### src/hdl/rmsdw_pkg.sv
// shared constants and types for the rms error dual window tracker
package rmsdw_pkg;

    localparam int WINDOW = 1024;

    localparam int VAL_W  = 16;
    localparam int ERR_W  = 17;
    localparam int SQ_W   = 2 * VAL_W;
    localparam int ACC_W  = 36;
    localparam int CNT_W  = 16;
    localparam int RMS_W  = 16;
    localparam int OSUM_W = 26;

    localparam int IDX_W  = $clog2(WINDOW);
    localparam int SUM_W  = (RMS_W + IDX_W > OSUM_W) ? RMS_W + IDX_W : OSUM_W;
    localparam int WIN_W  = $clog2(WINDOW + 1);
    localparam int DVS_W  = (WIN_W > CNT_W) ? WIN_W : CNT_W;

    localparam int ROOT_W = ACC_W / 2;
    localparam int SQR_W  = ROOT_W + 2;
    localparam int DCNT_W = $clog2(ACC_W);
    localparam int SCNT_W = $clog2(ROOT_W);

    // one vector of nominal length fits
    localparam int QDEPTH = 4;
    localparam int QPTR_W = $clog2(QDEPTH);

    typedef struct packed {
        logic signed [ERR_W-1:0] err;
        logic                    last;
        logic [ACC_W-1:0]        acc;
        logic [CNT_W-1:0]        cnt;
    } qent_t;

    typedef struct packed {
        logic full;
        logic empty;
    } qstat_t;

endpackage

### src/hdl/rmsdw_fifo.sv
// short queue between front end and back end
module rmsdw_fifo (
    input  logic               clk,
    input  logic               rst_n,
    input  logic               push,
    input  rmsdw_pkg::qent_t   push_data,
    input  logic               pop,
    output rmsdw_pkg::qent_t   pop_data,
    output rmsdw_pkg::qstat_t  qstat
);

    rmsdw_pkg::qent_t               ent_reg [rmsdw_pkg::QDEPTH];
    logic [rmsdw_pkg::QPTR_W-1:0]   wr_ptr_reg;
    logic [rmsdw_pkg::QPTR_W-1:0]   wr_ptr_next;
    logic [rmsdw_pkg::QPTR_W-1:0]   rd_ptr_reg;
    logic [rmsdw_pkg::QPTR_W-1:0]   rd_ptr_next;
    logic [rmsdw_pkg::QPTR_W:0]     cnt_reg;
    logic [rmsdw_pkg::QPTR_W:0]     cnt_next;

    localparam logic [rmsdw_pkg::QPTR_W-1:0] LAST_PTR = rmsdw_pkg::QPTR_W'(rmsdw_pkg::QDEPTH - 1);

    assign pop_data    = ent_reg[rd_ptr_reg];
    assign qstat.full  = (cnt_reg == (rmsdw_pkg::QPTR_W + 1)'(rmsdw_pkg::QDEPTH));
    assign qstat.empty = (cnt_reg == '0);

    assign wr_ptr_next = !push ? wr_ptr_reg : (wr_ptr_reg == LAST_PTR) ? '0 : wr_ptr_reg + 1'b1;
    assign rd_ptr_next = !pop ? rd_ptr_reg : (rd_ptr_reg == LAST_PTR) ? '0 : rd_ptr_reg + 1'b1;

    always_comb
    begin
        cnt_next = cnt_reg;
        if (push && !pop)
        begin
            cnt_next = cnt_reg + 1'b1;
        end
        else if (pop && !push)
        begin
            cnt_next = cnt_reg - 1'b1;
        end
    end

    always_ff @(posedge clk or negedge rst_n)
    begin
        if (!rst_n)
        begin
            wr_ptr_reg <= '0;
            rd_ptr_reg <= '0;
            cnt_reg    <= '0;
        end
        else
        begin
            wr_ptr_reg <= wr_ptr_next;
            rd_ptr_reg <= rd_ptr_next;
            cnt_reg    <= cnt_next;
        end
    end

    always_ff @(posedge clk)
    begin
        if (push)
        begin
            ent_reg[wr_ptr_reg] <= push_data;
        end
    end

endmodule

### config.mk
export PLATFORM = sky130hd
export DESIGN_NAME = rmsdw_fifo
export DESIGN_NICKNAME = d
export VERILOG_FILES = /design/src/hdl/rmsdw_pkg.sv /design/src/hdl/rmsdw_fifo.sv
export SDC_FILE = /design/constraint.sdc
export NUM_CORES = 1
export LEC_CHECK = 0
export ABC_CLOCK_PERIOD_IN_PS = 4900
export BUFFER_PORTS_ARGS = -buffer_cell sky130_fd_sc_hd__buf_2
export CORE_MARGIN = 3
export CORE_UTILIZATION = 45
export CTS_BUF_LIST = sky130_fd_sc_hd__clkbuf_16
export CTS_CLUSTER_DIAMETER = 50
export DETAILED_ROUTE_END_ITERATION = 7
export PLACE_DENSITY_LB_ADDON = 0.3
export RECOVER_POWER = 25
export SETUP_SLACK_MARGIN = 0.02
export SLEW_MARGIN = 20
export SYNTH_ARGS = -nofsm -noshare
export SYNTH_HDL_FRONTEND = slang
export SYNTH_SLANG_ARGS = --single-unit
### constraint.sdc
create_clock -name clk -period 4.9 [get_ports clk]
set_clock_uncertainty 0.2 [all_clocks]
set_input_delay 0.245 -clock clk [delete_from_list [all_inputs] [get_ports clk]]
set_output_delay 0.245 -clock clk [all_outputs]
set_load 0.005 [all_outputs]
==> impl_results.md <==
* Row cnt at 55
* Final core utilization at 58.5%
* Pins Over Slew Limit at 0
* RSZ-0062 raised after global routing: no
* Period utilisation layout at 61.3%
* Vias in the first global route at 5545
* Die width at between 150 and 200 um
* Setup_tns at 0 ns
* Final Hold Fails at 0
* Switch Pwr at 1.96 mW
* Cts bufs inserted at 30
* Fmax at 333 MHz
* Max-slew headroom at 27.9%
* Final wirelength at 18900 um
* Die Ht at 159 um
* First-pass GRT wire length at between 30000 and 40000 um
* Post-Layout Cell Count at 980
* Number of synthesized flops with an enable pin at 280
* Leak at 4.58 nW
* Synth cell types at 20
* Area growth syn-to-layout at 26.6%
* Final Wtd Congestion at 0.691
* Drt first pass iters at 4
* Syn Inst Count at 403
* Initial core utilization at 46.2%
* Main area contributors after synthesis: edfxtp_1 79%, mux4_2 14%, dfrtp_1 1.7%, buf_12 1.3%, ha_1 0.71%
* Drt wl/cell at between 15 and 20 um
* Crit-path max FO at 43
* GRT overflow at 0
* Layout cells sized above 1 at a little over a third
* Combinational share of power at 22.7%
* Final count of negative-setup-slack endpoints at 0
* Status: complete, no violations
* # DRC at 0
* Max reg flops at 280
* Seq/Total Area, Yosys at between 80% and 90%
* Clk buf depth at 3
* Count leader, synth: edfxtp_1
* Total Routing Usage GR at around 15%
* H-tree depth at 1
* Crit. End Element: output port
* CTS tree: yes
* Sequential power share at between 40% and 50%
* Power Dens Cells at 567 mW/mm^2
* Nets@finish at 723
* Layout filler cell count at 1682
* Setup CP Type: reg2out
* Crit path DAT at 2.56 ns
* Post-synth top cells: 280 x edfxtp_1, 68 x mux4_2, 7 x buf_12, 7 x buf_2, 7 x dfrtp_1
* Total chip power at 7.60 mW
* VDD IR-drop max at 0.330 mV
* Drt initial violations at 313
* Initial antenna violation count at 1
* Async SR Flop Fraction at 2.44%
* Mapped Area at 0.0106 sq mm
* Synth Register Bits at 287
* Die Area at 0.0254 sq mm
* Clock share of power at a little under a third
* I/O pin total at about 150
* Clock sinks at about 290
* Final setup margin at 1.90 ns
* Syn avg cell area at about 26 sq um
* Root Buffer: clkbuf_16
* Post-synth top area share at 79.4%
* Drt via density at ~5.1
* Leading area contributor after synthesis: edfxtp_1
* Switching share of power at 25.7%
* Pre-CTS WS at 2.36 ns
* Worst-skew pair later-pin latency at around 0.53 ns
* I/O Buffers at 145
* Data required, critical path at 4.45 ns
* Worst hold path class: in2reg
* Minimum clock period at 3.00 ns
* Placed insts at around 850
* CORE AREA at 0.0229 sq mm
* Worst setup SP type: flip-flop
* Worst-margin pin slew at roughly 1.1 ns
* Total number of vias at around 5000
* Antenna viol nets, final at 0
* P_int at 5.64 mW
* Synth warn at 0
* Top_reg_cell synth: edfxtp_1
* Maxcap violations at 0
* Clk pin slew, worst setup/hold paths at 0.06 ns
* Largest net degree at the start of global routing at 73
* Post-DP HPWL at approximately 10000 um
* Syn Nets at 484
==> per-stage QoR <==
step,hold WS [ns],instance area (sq um)
6_report,0.269,13400
5_1_grt,0.275,13400
4_1_cts,0.224,13400
3_5_place_dp,-0.113,11600
3_3_place_gp,-0.115,11600
2_1_floorplan,-0.251,10600
==> layout by cell type, fill, tap and decap left out <==
cell type      instances
edfxtp_1             280
buf_2                101
dlygate4sd3_1         74
mux4_2                68
clkbuf_1              44
clkbuf_16             31
inv_1                 10
bufinv_16              7
ha_1                   6
clkinv_2               6
dfrtp_1                5
and2_4                 4
mux2_2                 3
nor2_1                 3
buf_12                 3
mux4_1                 2
nand2_1                2
o21ai_0                2
xor2_1                 2
clkinv_4               2
inv_6                  2
dfrtp_4                2
diode_2                1
nor3b_1                1
nor3_1                 1
xnor2_1                1
fa_1                   1
clkinvlp_4             1
inv_8                  1
buf_16                 1
==> cell type report <==
type | instances | area (sq um) | share of cell area (%)
antenna | 1 | 2.50 | 0.0187
timing repair buffer | 223 | 1500 | 11.2
multi-input combinational | 96 | 1820 | 13.5
inverter | 4 | 15.0 | 0.112
tap | 313 | 392 | 2.92
clock inverter | 25 | 317 | 2.36
sequential | 287 | 8590 | 64.1
clock buffer | 31 | 776 | 5.79
==> logic make-up after synthesis <==
group	Yosys count	share of synthesized area, %
buffers and inverters	20	1.94
flip-flops	287	81.0
AND/OR/NAND/NOR	11	0.531
adder cells (fa/ha/maj)	7	0.898
XOR/XNOR	3	0.248
multiplexers	73	15.3
AO/OA/AOI/OAI	2	0.0945
==> worst max-delay path, stage by stage (launching register included) <==
cell     delay (ns)
dfrtp_4        0.85
buf_12         0.41
mux4_1         0.60
buf_2          0.14
==> layer usage <==
layer  track usage [%]  up-vias  share of wire [%]
met5                 0        -                  0
met4              3.14        0                1.6
met3              4.68       21                7.3
met2              25.4      148                 49
met1              19.6     2574                 42
li1                  -     2212                  -
==> worst paths after layout <==
path	from	endpoint	slack, ns	depth (start not counted)
worst max-delay path	rd_ptr_reg[0]	pop_data[52]	1.90	3
worst min-delay path	push_data[18]	ent_reg[2][18]	0.27	2
worst max register to register	rd_ptr_reg[0]	rd_ptr_reg[1]	2.75	3
worst min register to register	cnt_reg[2]	cnt_reg[2]	0.30	1
max in group asynchronous	rst_n	rd_ptr_reg[0]	3.75	3
min in group asynchronous	rst_n	cnt_reg[0]	0.47	3
==> timing repair <==
item / in CTS / in global routing
endpoints found under the hold margin: 292 / 0
resized for setup: 0 / 0
buffers inserted: 0 / 0
hold buffers: 74 / 0
==> power groups by stage <==
| stage | clock network [mW] | logic, mW | registers, mW |
|---|---|---|---|
| floorplan | 0 | 1.30 | 3.29 |
| global placement | 0 | 1.67 | 3.49 |
| detailed placement | 0 | 1.69 | 3.53 |
| CTS | 2.48 | 1.75 | 3.48 |
| global route | 2.60 | 1.88 | 3.51 |
| finish | 2.42 | 1.73 | 3.45 |
(Power assumes the default switching activity.)
