[src/hdl/rmsdw_pkg.sv]
// shared constants and types for the rms error dual window tracker
package rmsdw_pkg;

    localparam int WINDOW = 1024;

    localparam int VAL_W  = 16;
    localparam int ERR_W  = 17;
    localparam int SQ_W   = 2 * VAL_W;
    localparam int ACC_W  = 36;
    localparam int CNT_W  = 16;
    localparam int RMS_W  = 16;
    localparam int OSUM_W = 26;

    localparam int IDX_W  = $clog2(WINDOW);
    localparam int SUM_W  = (RMS_W + IDX_W > OSUM_W) ? RMS_W + IDX_W : OSUM_W;
    localparam int WIN_W  = $clog2(WINDOW + 1);
    localparam int DVS_W  = (WIN_W > CNT_W) ? WIN_W : CNT_W;

    localparam int ROOT_W = ACC_W / 2;
    localparam int SQR_W  = ROOT_W + 2;
    localparam int DCNT_W = $clog2(ACC_W);
    localparam int SCNT_W = $clog2(ROOT_W);

    // one vector of nominal length fits
    localparam int QDEPTH = 4;
    localparam int QPTR_W = $clog2(QDEPTH);

    typedef struct packed {
        logic signed [ERR_W-1:0] err;
        logic                    last;
        logic [ACC_W-1:0]        acc;
        logic [CNT_W-1:0]        cnt;
    } qent_t;

    typedef struct packed {
        logic full;
        logic empty;
    } qstat_t;

endpackage

[src/hdl/rmsdw_front.sv]
// front end: takes words, forms the error and square, accumulates per vector
module rmsdw_front (
    input  logic                                clk,
    input  logic                                rst_n,
    input  logic                                in_valid,
    output logic                                in_stall,
    input  logic signed [rmsdw_pkg::VAL_W-1:0]  target_value,
    input  logic signed [rmsdw_pkg::VAL_W-1:0]  actual_value,
    input  logic                                last_component,
    input  logic                                hold,
    input  rmsdw_pkg::qstat_t                   qstat,
    output logic                                push,
    output rmsdw_pkg::qent_t                    push_data
);

    logic                                s1_valid_reg;
    logic                                s1_valid_next;
    logic signed [rmsdw_pkg::ERR_W-1:0]  s1_err_reg;
    logic [rmsdw_pkg::SQ_W-1:0]          s1_sq_reg;
    logic                                s1_last_reg;
    logic [rmsdw_pkg::ACC_W-1:0]         acc_reg;
    logic [rmsdw_pkg::ACC_W-1:0]         acc_next;
    logic [rmsdw_pkg::CNT_W-1:0]         cnt_reg;
    logic [rmsdw_pkg::CNT_W-1:0]         cnt_next;

    logic                                accept;
    logic signed [rmsdw_pkg::ERR_W-1:0]  err_c;
    logic [rmsdw_pkg::ERR_W-1:0]         neg_c;
    logic [rmsdw_pkg::VAL_W-1:0]         mag_c;
    logic [rmsdw_pkg::SQ_W-1:0]          sq_c;
    logic [rmsdw_pkg::ACC_W:0]           acc_sum;
    logic [rmsdw_pkg::ACC_W-1:0]         acc_new;
    logic [rmsdw_pkg::CNT_W-1:0]         cnt_new;

    assign in_stall = hold || (s1_valid_reg && qstat.full);
    assign accept   = in_valid && !in_stall;
    assign push     = s1_valid_reg && !qstat.full;

    assign err_c = $signed({target_value[rmsdw_pkg::VAL_W-1], target_value})
                 - $signed({actual_value[rmsdw_pkg::VAL_W-1], actual_value});
    assign neg_c = -err_c;
    assign mag_c = err_c[rmsdw_pkg::ERR_W-1] ? neg_c[rmsdw_pkg::VAL_W-1:0]
                                             : err_c[rmsdw_pkg::VAL_W-1:0];
    assign sq_c  = mag_c * mag_c;

    // saturating accumulate and count
    assign acc_sum = {1'b0, acc_reg} + (rmsdw_pkg::ACC_W + 1)'(s1_sq_reg);
    assign acc_new = acc_sum[rmsdw_pkg::ACC_W] ? '1 : acc_sum[rmsdw_pkg::ACC_W-1:0];
    assign cnt_new = (&cnt_reg) ? cnt_reg : cnt_reg + 1'b1;

    assign push_data.err  = s1_err_reg;
    assign push_data.last = s1_last_reg;
    assign push_data.acc  = acc_new;
    assign push_data.cnt  = cnt_new;

    always_comb
    begin
        s1_valid_next = s1_valid_reg;
        acc_next      = acc_reg;
        cnt_next      = cnt_reg;
        if (push)
        begin
            s1_valid_next = 1'b0;
            acc_next      = s1_last_reg ? '0 : acc_new;
            cnt_next      = s1_last_reg ? '0 : cnt_new;
        end
        if (accept)
        begin
            s1_valid_next = 1'b1;
        end
    end

    always_ff @(posedge clk or negedge rst_n)
    begin
        if (!rst_n)
        begin
            s1_valid_reg <= 1'b0;
            acc_reg      <= '0;
            cnt_reg      <= '0;
        end
        else
        begin
            s1_valid_reg <= s1_valid_next;
            acc_reg      <= acc_next;
            cnt_reg      <= cnt_next;
        end
    end

    always_ff @(posedge clk)
    begin
        if (accept)
        begin
            s1_err_reg  <= err_c;
            s1_sq_reg   <= sq_c;
            s1_last_reg <= last_component;
        end
    end

endmodule

[config.mk]
export PLATFORM = sky130hd
export DESIGN_NAME = rmsdw_front
export DESIGN_NICKNAME = d
export VERILOG_FILES = /design/src/hdl/rmsdw_pkg.sv /design/src/hdl/rmsdw_front.sv
export SDC_FILE = /design/constraint.sdc
export NUM_CORES = 1
export LEC_CHECK = 0
export ABC_AREA = 1
export ABC_CLOCK_PERIOD_IN_PS = 6500
export BUFFER_PORTS_ARGS = -buffer_cell sky130_fd_sc_hd__buf_4
export CORE_MARGIN = 1.5
export CORE_UTILIZATION = 60
export DETAILED_ROUTE_END_ITERATION = 8
export MAX_ROUTING_LAYER = met4
export PLACE_DENSITY_LB_ADDON = 0.05
export SKIP_LAST_GASP = 1
export SLEW_MARGIN = 40
export SYNTH_ARGS = -nofsm -noshare
export SYNTH_HDL_FRONTEND = slang
export SYNTH_SLANG_ARGS = --single-unit
[constraint.sdc]
create_clock -name clk -period 6.5 [get_ports clk]
set_input_delay 0.65 -clock clk [delete_from_list [all_inputs] [get_ports clk]]
set_output_delay 0.65 -clock clk [all_outputs]
set_load 0.03 [all_outputs]
==> run summary <==
FLOORPLANNING
----------------------------------------------------------------------------------
Height of the die ...................................................     161.6 µm
Die width ...........................................................     161.6 µm
Total number of placement rows ......................................           57
Initial core utilization ............................................       61.51%
Placeable core area .................................................    24530 µm²
Num ports ...........................................................          111
Die footprint .......................................................    26110 µm²

SYNTHESIS
----------------------------------------------------------------------------------
Complex-gate fraction of the synthesized area .......................       8.382%
Most instantiated library cell after synthesis ...................... sky130_fd_sc_hd__inv_1
Share of async-settable or async-resettable flops after synthesis ...       52.48%
XOR/XNOR share of the synthesized area ..............................       3.648%
Post-synthesis sequential area ratio ................................       18.34%
Synthesized-area fraction occupied by and/or/nand/nor cells .........       22.46%
Biggest area consumer among synthesized cells ....................... sky130_fd_sc_hd__fa_1
Biggest area contributors in the synthesized netlist ................ sky130_fd_sc_hd__fa_1, sky130_fd_sc_hd__ha_1, sky130_fd_sc_hd__inv_1
Post-synthesis instance area ........................................    15090 µm²
Mean area per synthesized cell ......................................    7.688 µm²
Top cells by count, synth ........................................... sky130_fd_sc_hd__inv_1, sky130_fd_sc_hd__nand2_1, sky130_fd_sc_hd__fa_1, sky130_fd_sc_hd__nor2_1, sky130_fd_sc_hd__ha_1
Number of distinct library cells after synthesis ....................           55
Cell count after synthesis ..........................................         1963
Top flip-flop cell by instance count after synthesis ................ sky130_fd_sc_hd__dfrtp_1
Mux contribution to synthesized area ................................     0.06633%
Area share of fa/ha/maj cells after synthesis .......................       34.24%
Count of flip-flops with a built-in enable after synthesis ..........           48
Synthesized Nets ....................................................         2316
Combinational family with the most area after synthesis .............  adder cells
Post-synth top area share ...........................................       21.89%
Number of synthesized register bits .................................          101
Count of warnings emitted by yosys ..................................            0

SETUP PATH
----------------------------------------------------------------------------------
Classification of the worst setup path .............................. primary input to register
Max FO, Critical Path ...............................................            6
Most common cell type on the critical path .......................... sky130_fd_sc_hd__fa_1
Required arrival time at the worst endpoint .........................      6620 ps
Largest stage delay on the critical path ............................       610 ps
Critical-path top delay cell ........................................ sky130_fd_sc_hd__fa_1
Crit path buf inv count .............................................           12
Startpoint Class .................................................... primary input
Data arrival time of the critical path ..............................      8000 ps
FF-to-FF Start ...................................................... s1_sq_reg[0]
Startpoint of the worst setup timing path ........................... target_value[3]
Crit path capture type ..............................................     register
Kind of cell adding the most delay to the critical path .............  adder cells

CLOCK TREE
----------------------------------------------------------------------------------
Hold-fix buffers at CTS .............................................            0
Clock-pin slew on the worst setup and hold paths ....................        90 ps
Cell at the root of the clock tree .................................. sky130_fd_sc_hd__clkbuf_16
Clock net sink count ................................................          101
Clk Latency, worst-skew pair ........................................       380 ps
Clock tree from TritonCTS ...........................................         done
H-tree Lvls .........................................................            3
Number of buffers created by CTS ....................................            9
Maximum count of clock buffers along a single path ..................            2

GRT
----------------------------------------------------------------------------------
Largest net degree at the start of global routing ...................           54
Global-route usage over all layers ..................................       38.73%
Number of global-route vias before repair ...........................        15820
First-pass GRT wire length ..........................................     77.16 mm
Initial antenna violation count .....................................            0
Global-route congestion overflow total ..............................            0

STA
----------------------------------------------------------------------------------
Smallest setup slack after layout ...................................     -1381 ps
Tightest Pin Transition .............................................     783.8 ps
Setup repair after global routing missed its margin .................          yes
Final setup vio count ...............................................           24
Worst-case hold slack ...............................................     327.7 ps
Fin Clk Skew ........................................................     23.04 ps
Normalized max-slew margin ..........................................       47.56%
Setup total negative slack ..........................................    -25450 ps
Share of the clock period used by the worst path ....................       121.2%
Peak Freq ...........................................................    126.9 MHz
Hold Fails Final Rpt ................................................            0
Minimum period implied by the final worst setup slack ...............      7881 ps
Max-slew violation total from the final report ......................            0

DRT
----------------------------------------------------------------------------------
Detailed-route wire length per cell .................................     20.22 µm
Antenna Violating Nets Remaining ....................................            0
Drt first pass iters ................................................            8
Initial detailed-routing violation count ............................         1663
Via total after detailed routing ....................................        16000
Via count normalized by instance count ..............................        5.868
Post-detailed-routing wire length ...................................     55.13 mm
Number of remaining DRC errors ......................................            0

HOLD PATH
----------------------------------------------------------------------------------
Classification of the worst-slack hold path ......................... primary input to asynchronous set/reset pin

FLOW RUN
----------------------------------------------------------------------------------
Count of maximum capacitance violations .............................            0

PLACE
----------------------------------------------------------------------------------
Last weighted congestion value of the routability-driven placer .....       0.9978
Placed wire-length estimate .........................................     34.62 mm
Port Buffers ........................................................          109
Total cell area at the placement stage ..............................    18620 µm²

RUN STATUS
----------------------------------------------------------------------------------
Violations in the final reports ..................................... negative setup slack
Status .............................................................. finished with violations

FINISH
----------------------------------------------------------------------------------
Final non-filler cell area ..........................................    20670 µm²
Inserted Diodes .....................................................            0
Share of final-layout standard cells stronger than drive strength 1 .       33.06%
Number of flip-flops under the largest register name ................           36
Post-layout net count ...............................................         2750
Post-Route Utilization ..............................................       84.25%
Layout overhead on the synthesized area .............................       36.97%

==> per-layer routing <==
layer / routed length [µm] / part of all wire, % / global-route usage, %
met4: 4632 / 8.4 / 20.62
met5: 0 / 0 / -
met3: 4083 / 7.4 / 5.470
met2: 26720 / 48 / 68.22
met1: 19700 / 36 / 42.34
==> cells in the final DEF, fill, tap and decap left out, types with 8 or more instances in the layout <==
master | synthesis | layout
sky130_fd_sc_hd__a21oi_4 | 0 | 11
sky130_fd_sc_hd__nand3_2 | 4 | 20
sky130_fd_sc_hd__fa_1 | 165 | 153
sky130_fd_sc_hd__nand2_2 | 14 | 36
sky130_fd_sc_hd__edfxtp_1 | 48 | 48
sky130_fd_sc_hd__nand3_1 | 96 | 74
sky130_fd_sc_hd__a21oi_2 | 0 | 12
sky130_fd_sc_hd__xnor2_1 | 20 | 17
sky130_fd_sc_hd__nor2_2 | 14 | 24
sky130_fd_sc_hd__inv_4 | 1 | 9
sky130_fd_sc_hd__o21ai_2 | 2 | 9
sky130_fd_sc_hd__nor3_1 | 14 | 12
sky130_fd_sc_hd__clkbuf_16 | 0 | 9
sky130_fd_sc_hd__o21bai_1 | 8 | 8
sky130_fd_sc_hd__a22o_1 | 13 | 13
sky130_fd_sc_hd__fa_2 | 0 | 12
sky130_fd_sc_hd__inv_1 | 438 | 390
sky130_fd_sc_hd__nand2_4 | 1 | 35
sky130_fd_sc_hd__nor2_1 | 165 | 138
sky130_fd_sc_hd__o21ai_0 | 56 | 45
sky130_fd_sc_hd__buf_6 | 6 | 38
sky130_fd_sc_hd__a21oi_1 | 82 | 59
sky130_fd_sc_hd__xor2_1 | 31 | 31
sky130_fd_sc_hd__nor2_4 | 7 | 24
sky130_fd_sc_hd__buf_4 | 8 | 404
sky130_fd_sc_hd__nand4_1 | 19 | 19
sky130_fd_sc_hd__dfrtp_1 | 53 | 53
sky130_fd_sc_hd__inv_2 | 22 | 58
sky130_fd_sc_hd__ha_1 | 149 | 123
sky130_fd_sc_hd__or2_2 | 8 | 8
sky130_fd_sc_hd__a21o_1 | 12 | 12
sky130_fd_sc_hd__ha_4 | 0 | 23
sky130_fd_sc_hd__buf_12 | 0 | 8
sky130_fd_sc_hd__nand2_1 | 427 | 368
==> logic make-up after synthesis <==
logic type / count (synthesis)
AO/OA/AOI/OAI: 212
XOR/XNOR: 56
adder cells (fa/ha/maj): 314
buffers and inverters: 492
flip-flops: 101
multiplexers: 1
AND/OR/NAND/NOR: 787
==> area by class of cell <==
class	instances	area, µm²
Fill cell	1344	3864
Timing Repair Buffer	452	3651
Clock buffer	9	225.2
Sequential cell	101	2768
Tap cell	324	405.4
Multi-Input combinational cell	1371	11750
Clock inverter	7	83.83
Inverter	462	1784
==> per-stage QoR <==
step                std cells  setup slack, ps
finish                   2726            -1381
global route             2726            -1492
CTS                      2698           -757.8
detailed placement       2626            -1380
global placement         2626            -1261
floorplan                1963           -725.0
==> path summary, 6_finish.rpt <==
kind / endpoint / slack [ps] / cells past startpoint
max in group asynchronous: acc_reg[22] / 5640 / 1
max: s1_sq_reg[27] / -1380 / 35
min: cnt_reg[14] / 330 / 1
min in group clk: s1_last_reg / 460 / 1
min reg2reg: acc_reg[25] / 500 / 2
max reg2reg: acc_reg[6] / 3300 / 13
==> repair_timing <==
action / CTS / global route
pin swaps: 95 / 83
gates resized for setup: 160 / 124
gates cloned: 1 / 0
setup buffers: 61 / 34
setup endpoints to repair: 23 / 24
Power is left out: the tool's default activity adds up to more than one toggle a clock period on the data nets, which glitch-free logic cannot reach.
